## config.mk

```make
export PLATFORM = sky130hd
export DESIGN_NAME = asme_cmd_fifo
export DESIGN_NICKNAME = d
export VERILOG_FILES = /design/src/rtl/asme_pkg.sv /design/src/rtl/asme_cmd_fifo.sv
export SDC_FILE = /design/constraint.sdc
export NUM_CORES = 1
export LEC_CHECK = 0
export BUFFER_PORTS_ARGS = -buffer_cell sky130_fd_sc_hd__buf_2
export CORE_UTILIZATION = 52
export DETAILED_ROUTE_END_ITERATION = 10
export PLACE_DENSITY = 0.75
export SYNTH_ARGS = -nofsm -noshare
export SYNTH_HDL_FRONTEND = slang
export SYNTH_SLANG_ARGS = --single-unit
```

## constraint.sdc

```tcl
create_clock -name clk -period 7.4 [get_ports clk]
set_clock_uncertainty 0.2 [all_clocks]
set_input_delay 1.48 -clock clk [delete_from_list [all_inputs] [get_ports clk]]
set_output_delay 1.48 -clock clk [all_outputs]
set_load 0.01 [all_outputs]
```

## src/rtl/asme_pkg.sv

```systemverilog
`timescale 1ns / 1ps
// Shared constants, payload types and burst arithmetic for the AXI memory endpoint.
package asme_pkg;

    localparam int ADDR_W     = 32;
    localparam int ID_W       = 8;
    localparam int LEN_W      = 8;
    localparam int SIZE_W     = 3;
    localparam int DATA_W     = 64;
    localparam int BYTE_W     = 8;
    localparam int STRB_W     = DATA_W / BYTE_W;
    localparam int RESP_W     = 2;
    localparam int HS_W       = 5;
    localparam int BEAT_W     = 13;
    localparam int WORD_LSB   = $clog2(STRB_W);
    localparam int MEM_AW     = 16;
    localparam int MEM_WORDS  = 1 << MEM_AW;
    localparam int FIFO_DEPTH = 2;
    localparam int FIFO_PW    = $clog2(FIFO_DEPTH);
    localparam int FIFO_CW    = $clog2(FIFO_DEPTH + 1);

    localparam logic [RESP_W-1:0] RESP_OK   = 2'b00;
    localparam logic [ADDR_W-1:0] ADDR_STEP = ADDR_W'(STRB_W);

    // Bit positions inside the handshakes field
    localparam int HS_AWVALID = 0;
    localparam int HS_WVALID  = 1;
    localparam int HS_BREADY  = 2;
    localparam int HS_ARVALID = 3;
    localparam int HS_RREADY  = 4;

    // Channel outputs known once an item has been classified
    typedef struct packed {
        logic            aw_ready;
        logic            w_ready;
        logic [ID_W-1:0] b_id;
        logic            b_valid;
        logic            ar_ready;
        logic [ID_W-1:0] r_id;
        logic            r_last;
        logic            r_valid;
    } out_meta_t;

    // One classified item handed from the front to the back
    typedef struct packed {
        out_meta_t         meta;
        logic              rd_en;
        logic [MEM_AW-1:0] rd_idx;
        logic              wr_en;
        logic [MEM_AW-1:0] wr_idx;
        logic [DATA_W-1:0] w_data;
        logic [STRB_W-1:0] w_strb;
    } cmd_t;

    // Beats of a burst: ceil(2^size * (len + 1) / 8)
    function automatic logic [BEAT_W-1:0] burst_beats(input logic [SIZE_W-1:0] size,
                                                     input logic [LEN_W-1:0]  len);
        logic [LEN_W:0] n;
        logic [15:0]    total;
        begin
            n     = {1'b0, len} + 9'd1;
            total = 16'(n) << size;
            return BEAT_W'((total + 16'd7) >> WORD_LSB);
        end
    endfunction

endpackage

```

## src/rtl/asme_cmd_fifo.sv

```systemverilog
`timescale 1ns / 1ps
// Two-entry queue of classified words between front and back.
module asme_cmd_fifo (
    input  logic            clk,
    input  logic            rst_n,
    input  logic            push_valid,
    output logic            push_ready,
    input  asme_pkg::cmd_t  push_cmd,
    output logic            pop_valid,
    input  logic            pop_ready,
    output asme_pkg::cmd_t  pop_cmd
);
    import asme_pkg::*;

    cmd_t               entry_reg [FIFO_DEPTH];
    logic [FIFO_PW-1:0] wr_ptr_reg, rd_ptr_reg;
    logic [FIFO_CW-1:0] count_reg, count_next;
    logic               push, pop;

    assign push_ready = count_reg != FIFO_CW'(FIFO_DEPTH);
    assign pop_valid  = count_reg != '0;
    assign push       = push_valid && push_ready;
    assign pop        = pop_valid && pop_ready;
    assign pop_cmd    = entry_reg[rd_ptr_reg];

    always_comb
    begin
        count_next = count_reg;
        if (push && !pop)
        begin
            count_next = count_reg + FIFO_CW'(1);
        end
        else if (pop && !push)
        begin
            count_next = count_reg - FIFO_CW'(1);
        end
    end

    // Store pushed words
    always_ff @(posedge clk)
    begin
        if (push)
        begin
            entry_reg[wr_ptr_reg] <= push_cmd;
        end
    end

    // Advance pointers and occupancy
    always_ff @(posedge clk or negedge rst_n)
    begin
        if (!rst_n)
        begin
            wr_ptr_reg <= '0;
            rd_ptr_reg <= '0;
            count_reg  <= '0;
        end
        else
        begin
            if (push)
            begin
                wr_ptr_reg <= wr_ptr_reg + FIFO_PW'(1);
            end
            if (pop)
            begin
                rd_ptr_reg <= rd_ptr_reg + FIFO_PW'(1);
            end
            count_reg <= count_next;
        end
    end

    // Occupancy never passes the depth
    assert property (@(posedge clk) disable iff (!rst_n)
        count_reg <= FIFO_CW'(FIFO_DEPTH))
        else $error("command queue overflow");
endmodule

```

==> results.tsv, run 1 <==
stage	metric	value	unit
clock_tree	cts_tree	built	
logic_synthesis	synth-seq-cells	260	
sta	tns	0	ps
logic_synthesis	synth_top_area_cell	edfxtp_1	
floorplan	core_area	0.0175	sq mm
logic_synthesis	synth_cells	416	
worst_hold_path	hp-class	flip-flop to flip-flop	
setup_path	critPathKind	flip-flop to output pin	
layout	utilization	67.1	%
drt	drt_iter0_drc	215	
sta	rsz0062_at_grt	no	
floorplan	die_area	0.0188	sq mm
setup_path	r2r_start	count_reg[0]	
clock_tree	cts_hold_buffers	0	
setup_path	r2r_setup_slack	4530	ps
clock_tree	path_clk_slew	60	ps
global_route	grt_util_met1	19.3	%
drt	ant_nets	0	
drt	drcViolationCount	0	
sta	final.period_utilization	62.7	%
global_route	met2_usage	31.3	%
setup_path	endpoint_kind	output pin	
sta	hold_viol_final	0	
logic_synthesis	synth.area.top_cells	edfxtp_1, mux2_2, buf_6, dfrtp_1, xnor2_1	
global_route	grt_start_max_net_pins	84	
drt	vias	4684	
power_and_ir_drop	power_density	396	mW/mm^2
global_route	overflow	0	
clock_tree	clk_path_buf_depth	3	
drt	finalWirelength	17.1	mm
drt	wl_per_cell	18.2	um
clock_tree	cts_setup_buffers	0	
logic_synthesis	synthesis.nets	549	
clock_tree	cts_buffers	26	
logic_synthesis	synth.distinct_cells	14	
place	place.gp.congestion	0.747	
sta	setup_viol_count_final	0	
clock_tree	clock-sinks	260	
floorplan	rows	48	
logic_synthesis	syn_area	0.00947	sq mm
power_and_ir_drop	total_leakage_power	4.42	nW
worst_hold_path	hold_path.startpoint	count_reg[1]	
setup_path	reg2reg_depth	3	
clock_tree	clkLatencyLatePin	510	ps
layout	largest_register_ffs	256	
sta	slew_violations	0	
sta	slew_headroom	23.8	%
place	dpl.hpwl	11.4	mm
layout	area_growth	24.3	%
clock_tree	cts_resized	0	
layout	layout-drive-gt1-share	60.0	%
global_route	grtUsageMet3	6.74	%
logic_synthesis	yosysTopAreaCellShare	81.1	%
setup_path	r2r-end	entry_reg[1][127]	
layout	fill_cells	1219	
global_route	top_usage_layer	met2	
drt	firstDrtPassIters	4	
global_route	antenna_found_initial	1	
outcome	status	finished, final reports clean	
place	portBuffers	261	
global_route	grt_pass1_wl	24.7	mm
logic_synthesis	synth_edf_count	256	
floorplan	die_h	137	um
logic_synthesis	ys_seq_area_share	82.2	%
global_route	grt_usage	17.6	%
drt	viasPerCell	4.97	
setup_path	worstPathRequired	5720	ps
logic_synthesis	synth_warnings	0	
layout	multi_input_area	0.00154	sq mm
setup_path	cp_max_fo	73	
floorplan	io_pins	262	
logic_synthesis	async_reset_ff_share	1.54	%
sta	maxClockFrequency	0.216	GHz
layout	nNetsFinal	828	
logic_synthesis	synth_most_common_cell	edfxtp_1	
clock_tree	cts_root_buffer	clkbuf_16	
setup_path	worstPathArrival	2960	ps
worst_hold_path	holdPathEnd	count_reg[1]	
global_route	grt_pass1_vias	4930	
worst_hold_path	holdPathStages	1	
sta	worstMarginPinSlew	1140	ps
setup_path	critPathLaunchType	flip-flop	
floorplan	fp.dieW	137	um
logic_synthesis	avgSynthCellArea	22.8	sq um
layout	regArea	0.00779	sq mm
power_and_ir_drop	ir_drop	235	uV
sta	min_period	4640	ps
run	drv_cap	0	
logic_synthesis	ys.flop_type	edfxtp_1	
logic_synthesis	synth.top_cells.by_count	edfxtp_1, mux2_2, buf_6	
floorplan	initial_core_util	54.0	%
clock_tree	h-tree-depth	1	
-- cell type report --
type	count	area share [%]
flip-flops and latches	260	66.2
multi-input cells	141	13.1
repair buffers	265	11.4
clock buffers	37	6.06
well taps	225	2.39
clock inverters	11	0.829
diodes	2	0.0425
inverters	1	0.0319
-- report_power, final --
group          switching (W)  leakage, nW  internal (W)
Sequential          0.000150         2.42       0.00202
Clock               0.000493        0.394      0.000737
Combinational       0.000664         1.60      0.000594
Total                0.00131         4.42       0.00335
-- worst max-delay path by stage --
| stage | from | endpoint | slack [ps] | cells after the start |
|---|---|---|---|---|
| finish | rd_ptr_reg | pop_cmd[64] | 2760 | 3 |
| global route | rd_ptr_reg | pop_cmd[45] | 2610 | 3 |
| CTS | rd_ptr_reg | pop_cmd[64] | 2710 | 3 |
| detailed placement | rd_ptr_reg | pop_cmd[64] | 3280 | 3 |
| global placement | rd_ptr_reg | pop_cmd[31] | 3330 | 3 |
| floorplan | push_valid | entry_reg[0][0] | 1850 | 2 |
-- stage by stage --
step	power [W]	std cells	setup WS [ps]	area (sq um)	hold WS, ps
2_1_floorplan	0.00305	416	1850	9480	256
3_3_place_gp	0.00344	892	3330	11000	274
3_5_place_dp	0.00348	892	3280	11000	290
4_1_cts	0.00472	940	2710	11800	300
5_1_grt	0.00487	940	2610	11800	319
6_report	0.00466	942	2760	11800	301
-- layout by cell type, fill, tap and decap left out, types with 2 or more instances in the layout --
master	n
buf_2	261
edfxtp_1	256
mux2_2	128
clkbuf_16	27
clkbuf_1	10
clkinv_1	6
buf_4	4
xnor2_1	3
clkinv_2	3
dfrtp_1	3
diode_2	2
nand2_1	2
xor2_1	2
bufinv_16	2
-- worst max-delay path: stages (launching register included) --
cell and delay (ps):
dfrtp_4 1080, buf_4 720, mux2_2 420, buf_2 150
-- per-layer routing --
layer / wire length [um] / part of all wire, %
met1: 6250 / 37
met3: 1600 / 9.3
met2: 8920 / 52
met4: 331 / 1.9
met5: 0 / 0
-- logic make-up (layout without fill, tap and decap cells) --
group	after synthesis	in the layout	synth area share [%]
simple gates	7	7	0.357
other cells	0	2	0
xor+xnor	5	5	0.462
fa+ha+maj	1	1	0.132
buf+inv	15	314	1.64
mux	128	128	15.2
flops	260	260	82.2
(Power assumes the default switching activity.)
==> inputs of run 2 (changes only) <==
Clock period 7.4 ns to 4.6 ns, I/O delays scaled along.
==> results.tsv, run 2 (synthesized netlist as in run 1, its figures left out) <==
stage	metric	value	unit	change
outcome	status	finished, final reports clean		
sta	hold_viol_final	0		unchanged
setup_path	endpoint_kind	output pin		
global_route	grt_pass1_vias	5085		+3.1%
floorplan	die_area	0.0188	sq mm	unchanged
worst_hold_path	hp-class	flip-flop to flip-flop		
setup_path	worstPathArrival	2220	ps	-740 ps
layout	regArea	0.00779	sq mm	unchanged
drt	firstDrtPassIters	4		unchanged
global_route	grt_usage	18.7	%	+1.1 points
place	place.gp.congestion	0.739		-1.2%
clock_tree	cts_root_buffer	clkbuf_16		
clock_tree	path_clk_slew	60	ps	about the same
sta	tns	0	ps	unchanged
layout	largest_register_ffs	256		unchanged
layout	layout_commonest_cell	buf_2		
clock_tree	cts_tree	built		
clock_tree	cts_setup_buffers	0		unchanged
power_and_ir_drop	swShare	28.9	%	+0.82 points
clock_tree	cts_resized	0		unchanged
layout	fill_cells	1211		-0.66%
global_route	grt_pass1_wl	26.0	mm	+5.1%
run	drv_cap	0		unchanged
sta	maxClockFrequency	0.300	GHz	
power_and_ir_drop	p_seq_share	46.6	%	about the same
floorplan	initial_core_util	54.0	%	unchanged
place	dpl_cell_area	0.0110	sq mm	+0.41%
sta	rsz0062_at_grt	no		
clock_tree	clkLatencyLatePin	510	ps	about the same
floorplan	io_pins	262		unchanged
layout	layout-drive-gt1-share	60.1	%	+0.085 points
power_and_ir_drop	total_leakage_power	4.37	nW	-0.92%
setup_path	critPathLaunchType	flip-flop		
place	dpl.hpwl	11.9	mm	+4.6%
sta	worstMarginPinSlew	799	ps	-345 ps
layout	nNetsFinal	829		+0.12%
floorplan	rows	48		unchanged
power_and_ir_drop	power_switching	0.00212	W	+62%
sta	slew_violations	0		unchanged
worst_hold_path	holdPathStages	1		unchanged
drt	ant_nets	0		unchanged
clock_tree	cts_buffers	25		-3.8%
setup_path	r2r_start	count_reg[0]		
global_route	overflow	0		unchanged
setup_path	crit_start	rd_ptr_reg		
clock_tree	h-tree-depth	1		unchanged
drt	drt_iter0_drc	238		+11%
drt	vias	4800		+2.5%
floorplan	die_h	137	um	unchanged
drt	viasPerCell	5.13		+3.1%
global_route	grt_start_max_net_pins	75		-11%
power_and_ir_drop	p_int	0.00521	W	+56%
drt	finalWirelength	17.9	mm	+4.8%
drt	wl_per_cell	19.2	um	+5.5%
setup_path	endpoint	pop_cmd[25]		
power_and_ir_drop	power_frac_comb	29.2	%	+2.2 points
layout	multi_input_area	0.00154	sq mm	unchanged
setup_path	worstPathRequired	3480	ps	-2240 ps
clock_tree	clock-sinks	260		unchanged
layout	area_growth	23.6	%	
setup_path	cp_max_fo	31		-58%
floorplan	fp.dieW	137	um	unchanged
setup_path	reg2reg_depth	3		unchanged
sta	final.period_utilization	72.5	%	
setup_path	r2r-end	entry_reg[1][102]		
global_route	antenna_found_initial	5		+4
setup_path	critPathKind	flip-flop to output pin		
layout	fin_area	0.0117	sq mm	-0.54%
drt	drcViolationCount	0		unchanged
sta	min_period	3340	ps	
floorplan	core_area	0.0175	sq mm	unchanged
clock_tree	clk_path_buf_depth	3		unchanged
place	portBuffers	261		unchanged
power_and_ir_drop	ir_drop	415	uV	+76%
worst_hold_path	hold_path.startpoint	count_reg[1]		
power_and_ir_drop	power_density	626	mW/mm^2	+58%
layout	mostFrequentLayoutCells	buf_2, edfxtp_1, mux2_2, clkbuf_16		
sta	slew_headroom	46.7	%	+23 points
power_and_ir_drop	pwr-share-clk	24.1	%	-2.3 points
setup_path	r2r_setup_slack	2200	ps	-2330 ps
sta	setup_viol_count_final	0		unchanged
-- run 2: changes by cell type in the layout (fill, tap and decap cells not counted), sizes merged --
cell,delta
clkinvlp,+1
buf,+1
dlygate4sd3,+1
clkinv,-2
bufinv,-2
clkbuf,-6
inv,+1
-- run 2: how the worst min path moves through the flow --
| stage | end |
|---|---|
| finish | count_reg[1] |
| detailed placement | count_reg[1] |
| global placement | count_reg[1] |
| global route | count_reg[1] |
| floorplan | count_reg[1] |
| CTS | count_reg[1] |
-- run 2: metal layers --
| layer | vias to the layer above | GRT usage [%] | share of wire (%) |
|---|---|---|---|
| met1 | 2352 | 20.3 | 37 |
| met3 | 40 | 7.00 | 9.0 |
| li1 | 2226 | - | - |
| met4 | 4 | 6.96 | 2.6 |
| met5 | - | 0 | 0.13 |
| met2 | 178 | 33.1 | 52 |
-- run 2: metrics by stage --
stage | setup WS (ps) | power [W] | hold slack [ps] | instances | utilization [%]
finish | 1260 | 0.00733 | 291 | 936 | 66.8
global route | 1130 | 0.00767 | 316 | 935 | 66.8
CTS | 1220 | 0.00742 | 296 | 934 | 66.7
detailed placement | 1780 | 0.00565 | 281 | 893 | 62.7
global placement | 1810 | 0.00556 | 274 | 893 | 62.7
floorplan | 1040 | 0.00487 | 256 | 416 | -
-- run 2: repair_timing --
action	CTS	global route
setup endpoints to repair	0	0
endpoints found under the hold margin	4	0
hold buffers	1	0
-- run 2: area by class of cell --
| class | count | share of cell area (%) |
|---|---|---|
| Antenna cell | 2 | 0.0427 |
| Timing Repair Buffer | 267 | 11.9 |
| Clock buffer | 31 | 5.54 |
| Inverter | 1 | 0.0321 |
| Sequential cell | 260 | 66.5 |
| Tap cell | 225 | 2.40 |
| Multi-Input combinational cell | 141 | 13.2 |
| Clock inverter | 9 | 0.374 |
-- run 2: worst max-delay path, stage by stage, from the launching register on --
cell     delay, ps
dfrtp_4        690
buf_4          450
mux2_2         390
buf_2          140
-- run 2: power by group through the flow --
| stage | logic (W) | registers [W] | clock network, W |
|---|---|---|---|
| global route | 0.00231 | 0.00346 | 0.00189 |
| floorplan | 0.00148 | 0.00339 | 0 |
| finish | 0.00214 | 0.00342 | 0.00177 |
| global placement | 0.00213 | 0.00344 | 0 |
| CTS | 0.00219 | 0.00343 | 0.00181 |
| detailed placement | 0.00217 | 0.00347 | 0 |
