--- src/rtl/asme_pkg.sv ---
`timescale 1ns / 1ps
// Shared constants, payload types and burst arithmetic for the AXI memory endpoint.
package asme_pkg;

    localparam int ADDR_W     = 32;
    localparam int ID_W       = 8;
    localparam int LEN_W      = 8;
    localparam int SIZE_W     = 3;
    localparam int DATA_W     = 64;
    localparam int BYTE_W     = 8;
    localparam int STRB_W     = DATA_W / BYTE_W;
    localparam int RESP_W     = 2;
    localparam int HS_W       = 5;
    localparam int BEAT_W     = 13;
    localparam int WORD_LSB   = $clog2(STRB_W);
    localparam int MEM_AW     = 16;
    localparam int MEM_WORDS  = 1 << MEM_AW;
    localparam int FIFO_DEPTH = 2;
    localparam int FIFO_PW    = $clog2(FIFO_DEPTH);
    localparam int FIFO_CW    = $clog2(FIFO_DEPTH + 1);

    localparam logic [RESP_W-1:0] RESP_OK   = 2'b00;
    localparam logic [ADDR_W-1:0] ADDR_STEP = ADDR_W'(STRB_W);

    // Bit positions inside the handshakes field
    localparam int HS_AWVALID = 0;
    localparam int HS_WVALID  = 1;
    localparam int HS_BREADY  = 2;
    localparam int HS_ARVALID = 3;
    localparam int HS_RREADY  = 4;

    // Channel outputs known once an item has been classified
    typedef struct packed {
        logic            aw_ready;
        logic            w_ready;
        logic [ID_W-1:0] b_id;
        logic            b_valid;
        logic            ar_ready;
        logic [ID_W-1:0] r_id;
        logic            r_last;
        logic            r_valid;
    } out_meta_t;

    // One classified item handed from the front to the back
    typedef struct packed {
        out_meta_t         meta;
        logic              rd_en;
        logic [MEM_AW-1:0] rd_idx;
        logic              wr_en;
        logic [MEM_AW-1:0] wr_idx;
        logic [DATA_W-1:0] w_data;
        logic [STRB_W-1:0] w_strb;
    } cmd_t;

    // Beats of a burst: ceil(2^size * (len + 1) / 8)
    function automatic logic [BEAT_W-1:0] burst_beats(input logic [SIZE_W-1:0] size,
                                                     input logic [LEN_W-1:0]  len);
        logic [LEN_W:0] n;
        logic [15:0]    total;
        begin
            n     = {1'b0, len} + 9'd1;
            total = 16'(n) << size;
            return BEAT_W'((total + 16'd7) >> WORD_LSB);
        end
    endfunction

endpackage

--- src/rtl/asme_in_if.sv ---
`timescale 1ns / 1ps
// Input channel: one bus cycle of AW, W, B, AR and R inputs per word.
interface asme_in_if;
    logic                        valid;
    logic                        ready;
    logic [asme_pkg::ID_W-1:0]   aw_id;
    logic [asme_pkg::ADDR_W-1:0] aw_addr;
    logic [asme_pkg::LEN_W-1:0]  aw_len;
    logic [asme_pkg::SIZE_W-1:0] aw_size;
    logic [asme_pkg::DATA_W-1:0] w_data;
    logic [asme_pkg::STRB_W-1:0] w_strb;
    logic [asme_pkg::ID_W-1:0]   ar_id;
    logic [asme_pkg::ADDR_W-1:0] ar_addr;
    logic [asme_pkg::LEN_W-1:0]  ar_len;
    logic [asme_pkg::SIZE_W-1:0] ar_size;
    logic [asme_pkg::HS_W-1:0]   handshakes;

    modport source (output valid, aw_id, aw_addr, aw_len, aw_size, w_data, w_strb,
                    ar_id, ar_addr, ar_len, ar_size, handshakes, input ready);
    modport sink   (input valid, aw_id, aw_addr, aw_len, aw_size, w_data, w_strb,
                    ar_id, ar_addr, ar_len, ar_size, handshakes, output ready);
endinterface

--- src/rtl/asme_front.sv ---
`timescale 1ns / 1ps
// Front end: read and write burst trackers that classify each bus cycle.
module asme_front (
    input  logic            clk,
    input  logic            rst_n,
    asme_in_if.sink         in_ch,
    input  logic            cmd_ready,
    output logic            cmd_valid,
    output asme_pkg::cmd_t  cmd
);
    import asme_pkg::*;

    logic              accept;
    logic              awvalid, wvalid, bready, arvalid, rready;

    logic [ADDR_W-1:0] rd_addr_reg, rd_addr_next;
    logic [ID_W-1:0]   rd_ident_reg, rd_ident_next;
    logic [BEAT_W-1:0] rd_left_reg, rd_left_next;
    logic              rd_first_reg, rd_first_next;
    logic [ID_W-1:0]   r_id_reg, r_id_next;
    logic              r_last_reg, r_last_next;

    logic [ADDR_W-1:0] wr_addr_reg, wr_addr_next;
    logic [ID_W-1:0]   wr_ident_reg, wr_ident_next;
    logic [BEAT_W-1:0] wr_left_reg, wr_left_next;
    logic [BEAT_W-1:0] wr_dec;
    logic              wr_pend_reg, wr_pend_next;
    logic [ID_W-1:0]   b_id_reg, b_id_next;

    assign accept    = in_ch.valid && cmd_ready;
    assign in_ch.ready = cmd_ready;
    assign cmd_valid = in_ch.valid;

    assign awvalid = in_ch.handshakes[HS_AWVALID];
    assign wvalid  = in_ch.handshakes[HS_WVALID];
    assign bready  = in_ch.handshakes[HS_BREADY];
    assign arvalid = in_ch.handshakes[HS_ARVALID];
    assign rready  = in_ch.handshakes[HS_RREADY];
    assign wr_dec  = wr_left_reg - BEAT_W'(1);

    // Read tracker: start, hold, send a beat or retire the burst
    always_comb
    begin
        rd_addr_next  = rd_addr_reg;
        rd_ident_next = rd_ident_reg;
        rd_left_next  = rd_left_reg;
        rd_first_next = rd_first_reg;
        r_id_next     = r_id_reg;
        r_last_next   = r_last_reg;
        cmd.meta.ar_ready = 1'b1;
        cmd.meta.r_valid  = 1'b0;
        cmd.rd_en         = 1'b0;
        cmd.rd_idx        = rd_addr_reg[WORD_LSB +: MEM_AW];
        if (rd_left_reg == '0 && arvalid)
        begin
            rd_addr_next      = in_ch.ar_addr;
            rd_ident_next     = in_ch.ar_id;
            rd_left_next      = burst_beats(in_ch.ar_size, in_ch.ar_len);
            rd_first_next     = 1'b1;
            cmd.meta.ar_ready = 1'b0;
        end
        else if (rd_left_reg != '0)
        begin
            if (!rready && !rd_first_reg)
            begin
                cmd.meta.ar_ready = 1'b0;
                cmd.meta.r_valid  = 1'b1;
            end
            else if (rd_left_reg == BEAT_W'(1) && !rd_first_reg)
            begin
                rd_left_next = '0;
            end
            else
            begin
                cmd.meta.ar_ready = 1'b0;
                cmd.meta.r_valid  = 1'b1;
                cmd.rd_en         = 1'b1;
                r_id_next         = rd_ident_reg;
                r_last_next       = rd_first_reg ? (rd_left_reg <= BEAT_W'(1))
                                                 : (rd_left_reg <= BEAT_W'(2));
                rd_addr_next      = rd_addr_reg + ADDR_STEP;
                if (rd_first_reg)
                begin
                    rd_first_next = 1'b0;
                end
                else
                begin
                    rd_left_next = rd_left_reg - BEAT_W'(1);
                end
            end
        end
        cmd.meta.r_id   = r_id_next;
        cmd.meta.r_last = r_last_next;

        // Write tracker: start, take beats, then hold the response until bready
        wr_addr_next  = wr_addr_reg;
        wr_ident_next = wr_ident_reg;
        wr_left_next  = wr_left_reg;
        wr_pend_next  = wr_pend_reg;
        b_id_next     = b_id_reg;
        cmd.meta.aw_ready = 1'b1;
        cmd.meta.w_ready  = 1'b0;
        cmd.meta.b_valid  = 1'b0;
        cmd.wr_en         = 1'b0;
        cmd.wr_idx        = wr_addr_reg[WORD_LSB +: MEM_AW];
        cmd.w_data        = in_ch.w_data;
        cmd.w_strb        = in_ch.w_strb;
        if (wr_left_reg == '0 && awvalid)
        begin
            wr_addr_next      = in_ch.aw_addr;
            wr_ident_next     = in_ch.aw_id;
            wr_left_next      = burst_beats(in_ch.aw_size, in_ch.aw_len);
            wr_pend_next      = 1'b0;
            cmd.meta.w_ready  = 1'b1;
            cmd.meta.aw_ready = 1'b0;
        end
        else if (wr_left_reg != '0)
        begin
            cmd.meta.w_ready  = 1'b1;
            cmd.meta.aw_ready = 1'b0;
            if (wr_pend_reg)
            begin
                cmd.meta.w_ready = 1'b0;
                if (bready)
                begin
                    cmd.meta.aw_ready = 1'b1;
                    wr_left_next      = '0;
                    wr_pend_next      = 1'b0;
                end
                else
                begin
                    cmd.meta.b_valid = 1'b1;
                end
            end
            else if (wvalid)
            begin
                cmd.wr_en    = 1'b1;
                wr_left_next = wr_dec;
                wr_addr_next = wr_addr_reg + ADDR_STEP;
                if (wr_dec == '0)
                begin
                    cmd.meta.b_valid = 1'b1;
                    b_id_next        = wr_ident_reg;
                    if (!bready)
                    begin
                        wr_pend_next     = 1'b1;
                        wr_left_next     = BEAT_W'(1);
                        cmd.meta.w_ready = 1'b0;
                    end
                end
            end
        end
        cmd.meta.b_id = b_id_next;
    end

    // Advance tracker state on each accepted word
    always_ff @(posedge clk or negedge rst_n)
    begin
        if (!rst_n)
        begin
            rd_addr_reg  <= '0;
            rd_ident_reg <= '0;
            rd_left_reg  <= '0;
            rd_first_reg <= 1'b0;
            r_id_reg     <= '0;
            r_last_reg   <= 1'b0;
            wr_addr_reg  <= '0;
            wr_ident_reg <= '0;
            wr_left_reg  <= '0;
            wr_pend_reg  <= 1'b0;
            b_id_reg     <= '0;
        end
        else if (accept)
        begin
            rd_addr_reg  <= rd_addr_next;
            rd_ident_reg <= rd_ident_next;
            rd_left_reg  <= rd_left_next;
            rd_first_reg <= rd_first_next;
            r_id_reg     <= r_id_next;
            r_last_reg   <= r_last_next;
            wr_addr_reg  <= wr_addr_next;
            wr_ident_reg <= wr_ident_next;
            wr_left_reg  <= wr_left_next;
            wr_pend_reg  <= wr_pend_next;
            b_id_reg     <= b_id_next;
        end
    end

    // A first beat only exists inside an active read burst
    assert property (@(posedge clk) disable iff (!rst_n)
        rd_first_reg |-> rd_left_reg != '0)
        else $error("read first-beat flag set with no burst active");

    // A held write response parks the tracker on its last count
    assert property (@(posedge clk) disable iff (!rst_n)
        wr_pend_reg |-> wr_left_reg == BEAT_W'(1))
        else $error("pending write response with wrong beat count");
endmodule

--- src/flat_wrapper.sv ---
// flat-port wrapper written by rule: the top's interface ports become plain ports
module asme_front_flat import asme_pkg::*;
  (clk, rst_n, cmd_ready, cmd_valid, cmd, in_ch_valid, in_ch_aw_id, in_ch_aw_addr, in_ch_aw_len, in_ch_aw_size, in_ch_w_data, in_ch_w_strb, in_ch_ar_id, in_ch_ar_addr, in_ch_ar_len, in_ch_ar_size, in_ch_handshakes, in_ch_ready);
  asme_in_if in_ch_i ();
  input  logic clk;
  input  logic rst_n;
  input  logic cmd_ready;
  output logic cmd_valid;
  output asme_pkg::cmd_t cmd;
  input wire logic [$bits(in_ch_i.valid)-1:0] in_ch_valid;
  input wire logic [$bits(in_ch_i.aw_id)-1:0] in_ch_aw_id;
  input wire logic [$bits(in_ch_i.aw_addr)-1:0] in_ch_aw_addr;
  input wire logic [$bits(in_ch_i.aw_len)-1:0] in_ch_aw_len;
  input wire logic [$bits(in_ch_i.aw_size)-1:0] in_ch_aw_size;
  input wire logic [$bits(in_ch_i.w_data)-1:0] in_ch_w_data;
  input wire logic [$bits(in_ch_i.w_strb)-1:0] in_ch_w_strb;
  input wire logic [$bits(in_ch_i.ar_id)-1:0] in_ch_ar_id;
  input wire logic [$bits(in_ch_i.ar_addr)-1:0] in_ch_ar_addr;
  input wire logic [$bits(in_ch_i.ar_len)-1:0] in_ch_ar_len;
  input wire logic [$bits(in_ch_i.ar_size)-1:0] in_ch_ar_size;
  input wire logic [$bits(in_ch_i.handshakes)-1:0] in_ch_handshakes;
  output wire logic [$bits(in_ch_i.ready)-1:0] in_ch_ready;
  assign in_ch_i.valid = in_ch_valid;
  assign in_ch_i.aw_id = in_ch_aw_id;
  assign in_ch_i.aw_addr = in_ch_aw_addr;
  assign in_ch_i.aw_len = in_ch_aw_len;
  assign in_ch_i.aw_size = in_ch_aw_size;
  assign in_ch_i.w_data = in_ch_w_data;
  assign in_ch_i.w_strb = in_ch_w_strb;
  assign in_ch_i.ar_id = in_ch_ar_id;
  assign in_ch_i.ar_addr = in_ch_ar_addr;
  assign in_ch_i.ar_len = in_ch_ar_len;
  assign in_ch_i.ar_size = in_ch_ar_size;
  assign in_ch_i.handshakes = in_ch_handshakes;
  assign in_ch_ready = in_ch_i.ready;
  asme_front u_core (.clk(clk), .rst_n(rst_n), .in_ch(in_ch_i), .cmd_ready(cmd_ready), .cmd_valid(cmd_valid), .cmd(cmd));
endmodule
--- config.mk ---
export PLATFORM = sky130hd
export DESIGN_NAME = asme_front_flat
export DESIGN_NICKNAME = d
export VERILOG_FILES = /design/src/rtl/asme_pkg.sv /design/src/rtl/asme_in_if.sv /design/src/rtl/asme_front.sv /design/src/flat_wrapper.sv
export SDC_FILE = /design/constraint.sdc
export NUM_CORES = 1
export LEC_CHECK = 0
export ABC_AREA = 0
export BUFFER_PORTS_ARGS = -buffer_cell sky130_fd_sc_hd__buf_2
export CORE_ASPECT_RATIO = 1.4
export CORE_MARGIN = 10
export CORE_UTILIZATION = 25
export CTS_CLUSTER_SIZE = 24
export DETAILED_ROUTE_END_ITERATION = 7
export GPL_ROUTABILITY_DRIVEN = 0
export PLACE_DENSITY_LB_ADDON = 0.2
export SYNTH_ARGS = -nofsm -noshare
export SYNTH_HDL_FRONTEND = slang
export SYNTH_SLANG_ARGS = --single-unit
export TNS_END_PERCENT = 50
--- constraint.sdc ---
create_clock -name clk -period 6.3 [get_ports clk]
set_input_delay 0 -clock clk [delete_from_list [all_inputs] [get_ports clk]]
set_output_delay 0 -clock clk [all_outputs]
set_load 0.02 [all_outputs]
==> metrics <==
outcome=completed; asr flop ratio synth=100.0%; Final Skew=0.01362 ns; Post-synth top cells=150 x nand2_1, 93 x dfrtp_1, 81 x a21oi_1; XOR/XNOR Fraction of Synth Area=2.641%; synthesis-to-layout area growth=16.58%; vias=6937; proportion of synthesized area in mux cells=6.584%; largest family of logic cells by synthesized area=simple AND/OR/NAND/NOR gates; Post-synth EDFFs=0; Fill cells=3109; initial antenna violation count=1; H-tree depth=3; sw power=656.9 µW; WP depth=10; CTS tree=built; first-pass GRT wire length=38480 µm; worst hold path depth=0; # rows=73; Max Cap Viol=0; crit share post-route=62.91%; sw frac=35.91%; Leak Pwr=0.003738 µW; Sequential Power Share=41.4%; number of buffers created by CTS=9; CP Data Arrival Time=4.20 ns; hpwl dp=18500 µm; Slew Limit Fails=0; kind of critical path=reg -> reg; Least-Margin Pin Slew=1.118 ns; syn_nets=1123; cells on worst reg2reg path=10; Avg Cell Area, Syn=7.838 µm²; setup tns final=0 ns; Reg clk slew, reported paths=0.07 ns; Seq/Total Area, Yosys=31.89%; main flop type after synthesis=dfrtp_1; simple-gate area share of the yosys netlist=23.61%; initial core utilization=25.52%; Storage cell area=2327 µm²; vias in the first global route=6945; Iter 0 DRT Violations=360; Peak VDD IR=0.09402 mV; top post-synthesis cells by area=dfrtp_1 32%, buf_4 8.0%, nand2_1 7.7%, a21oi_1 5.6%, mux2_2 4.9%; DRT Wirelength=24350 µm; Crit path max-delay family=simple AND/OR/NAND/NOR gates; CP Buf/Inv Count=1; Synth Area in Adders=1.543%; Yosys Warn Count=0; Die W=164.4 µm; Port Buffers=136; die height=222.1 µm; Final setup violation count=0; Pint=1173 µW; crit-path cells=inv_1 > ha_1 > or4b_1 > nor2_4 > and3_1 > nand2_1 > nand2_1 > nand3_1 > o21ai_0 > nor2_1; Startpoint Class=register; Post-route DRC=0; CP endpoint kind=register; GR Overflow Total=0; Synth cell types=78; Multi-input gate area=4105 µm²; cell mode on critical path=nand2_1; largest net degree at the start of global routing=63; buffer levels on the longest clock path=2; Clock Sinks=93; Synth Instances=931; ANT nets after route=0; min Tclk post-route=3.963 ns; Synth top area share=31.89%; fmax=0.2523 GHz; gr usage total=13.12%; Slew headroom=25.24%; number of synthesized register bits=93; Comb pwr share=28.0%; CP max stage cell=nand2_1; max incr delay on CP=0.83 ns; Critical Path RT=6.54 ns; critical-path maximum fanout=23; unrepaired setup endpoints after global routing=false; Clock Latency Late Sink=0.35 ns; Hold Fails Final Rpt=0; root buf cell=clkbuf_16; top cell type by total area after synthesis=dfrtp_1; Boundary Pins=313; Clock power frac=30.6%; PwrDens=215.1 nW/µm²; core area=28590 µm²; Hold Path Class=in -> out; WHS=0.000007743 ns; Cell Area, Synth=7297 µm²; Compound-Gate Fraction of Synth Area=21.88%; die area=36520 µm²; Nets=1204; Detailed Routing Iterations Pass 1=5; fraction of layout cells with a size suffix above 1=20.37%; Vias/cell=4.983; most frequent cell after synthesis=nand2_1; Wirelength per Cell=17.49 µm
[per-stage QoR]
stage / setup slack, ns / util (%) / area [µm²] / instances / power [µW]
final: 2.337 / 29.76 / 8507 / 1392 / 1829
after CTS: 2.311 / 29.75 / 8504 / 1391 / 1864
after detailed placement: 2.334 / 27.02 / 7724 / 1327 / 1263
after global placement: 2.402 / 27.02 / 7724 / 1327 / 1258
after floorplan: 3.689 / - / 7297 / 931 / 1147
after global routing: 1.976 / 29.76 / 8507 / 1392 / 1955
[power by group through the flow]
| stage | Sequential (µW) | Clock (µW) | Combinational, µW |
|---|---|---|---|
| 6_report | 757 | 561 | 511 |
| 3_5_place_dp | 769 | 0 | 494 |
| 5_1_grt | 772 | 612 | 572 |
| 4_1_cts | 757 | 588 | 519 |
| 3_3_place_gp | 767 | 0 | 491 |
| 2_1_floorplan | 776 | 0 | 371 |
[layout make-up]
cell class | count | area share [%]
Tap cell | 375 | 5.516
Timing Repair Buffer | 193 | 14.50
Clock buffer | 10 | 2.692
Sequential cell | 93 | 27.36
Inverter | 21 | 0.9266
Multi-Input combinational cell | 694 | 48.26
Antenna cell | 1 | 0.02942
Clock inverter | 5 | 0.7207
[worst reg2reg max path: cells and delay by family (launching register included)]
| family | cells | cell delay, ns |
|---|---|---|
| compound gates | 1 | 0.12 |
| flops | 1 | 0.44 |
| fa+ha+maj | 1 | 0.24 |
| simple gates | 7 | 2.91 |
| buf+inv | 1 | 0.13 |
[path summary, 6_finish.rpt]
check                           slack (ns)             startpoint               endpoint
worst max-delay path                  2.34  u_core.rd_left_reg[0]  u_core.rd_addr_reg[3]
worst min-delay path              0.000008       in_ch_w_data[21]                cmd[29]
worst max register to register        2.34  u_core.rd_left_reg[0]  u_core.rd_addr_reg[3]
worst min register to register        0.48     u_core.b_id_reg[5]     u_core.b_id_reg[5]
max in group asynchronous             4.93                  rst_n     u_core.r_id_reg[7]
min in group asynchronous             0.14                  rst_n     u_core.b_id_reg[1]
[cell usage in the layout (no fill, tap or decap), types with 22 or more instances in the layout]
cell           count
o21ai_0           66
nor2_1            72
dfrtp_1           93
nor3_1            22
nand2_1          150
mux2_2            32
nand3_1           33
buf_2            135
a21oi_1           81
dlygate4sd3_1     49
[per-layer routing]
layer / up-vias / track usage, % / share of wire [%]
met5: - / 0 / 0
met4: 0 / 3.969 / 1.8
met3: 40 / 2.731 / 5.4
met2: 172 / 23.50 / 52
met1: 3303 / 15.11 / 41
li1: 3422 / - / -
[what timing repair did]
item	4_1_cts	5_1_grt
hold buffers	49	0
buffers inserted	0	0
resized for setup	0	0
endpoints found under the hold margin	78	0
[logic make-up (layout without fill, tap and decap cells)]
family	after synthesis	count (layout)
and+or+nand+nor	361	361
DFF	93	93
muxes	44	44
xor gates and xnor gates	22	22
adders and majority gates	9	9
AOI/OAI and AO/OA	258	258
buffers and inverters	144	229
other	0	1
No activity file was read; power rests on OpenSTA's default activity.
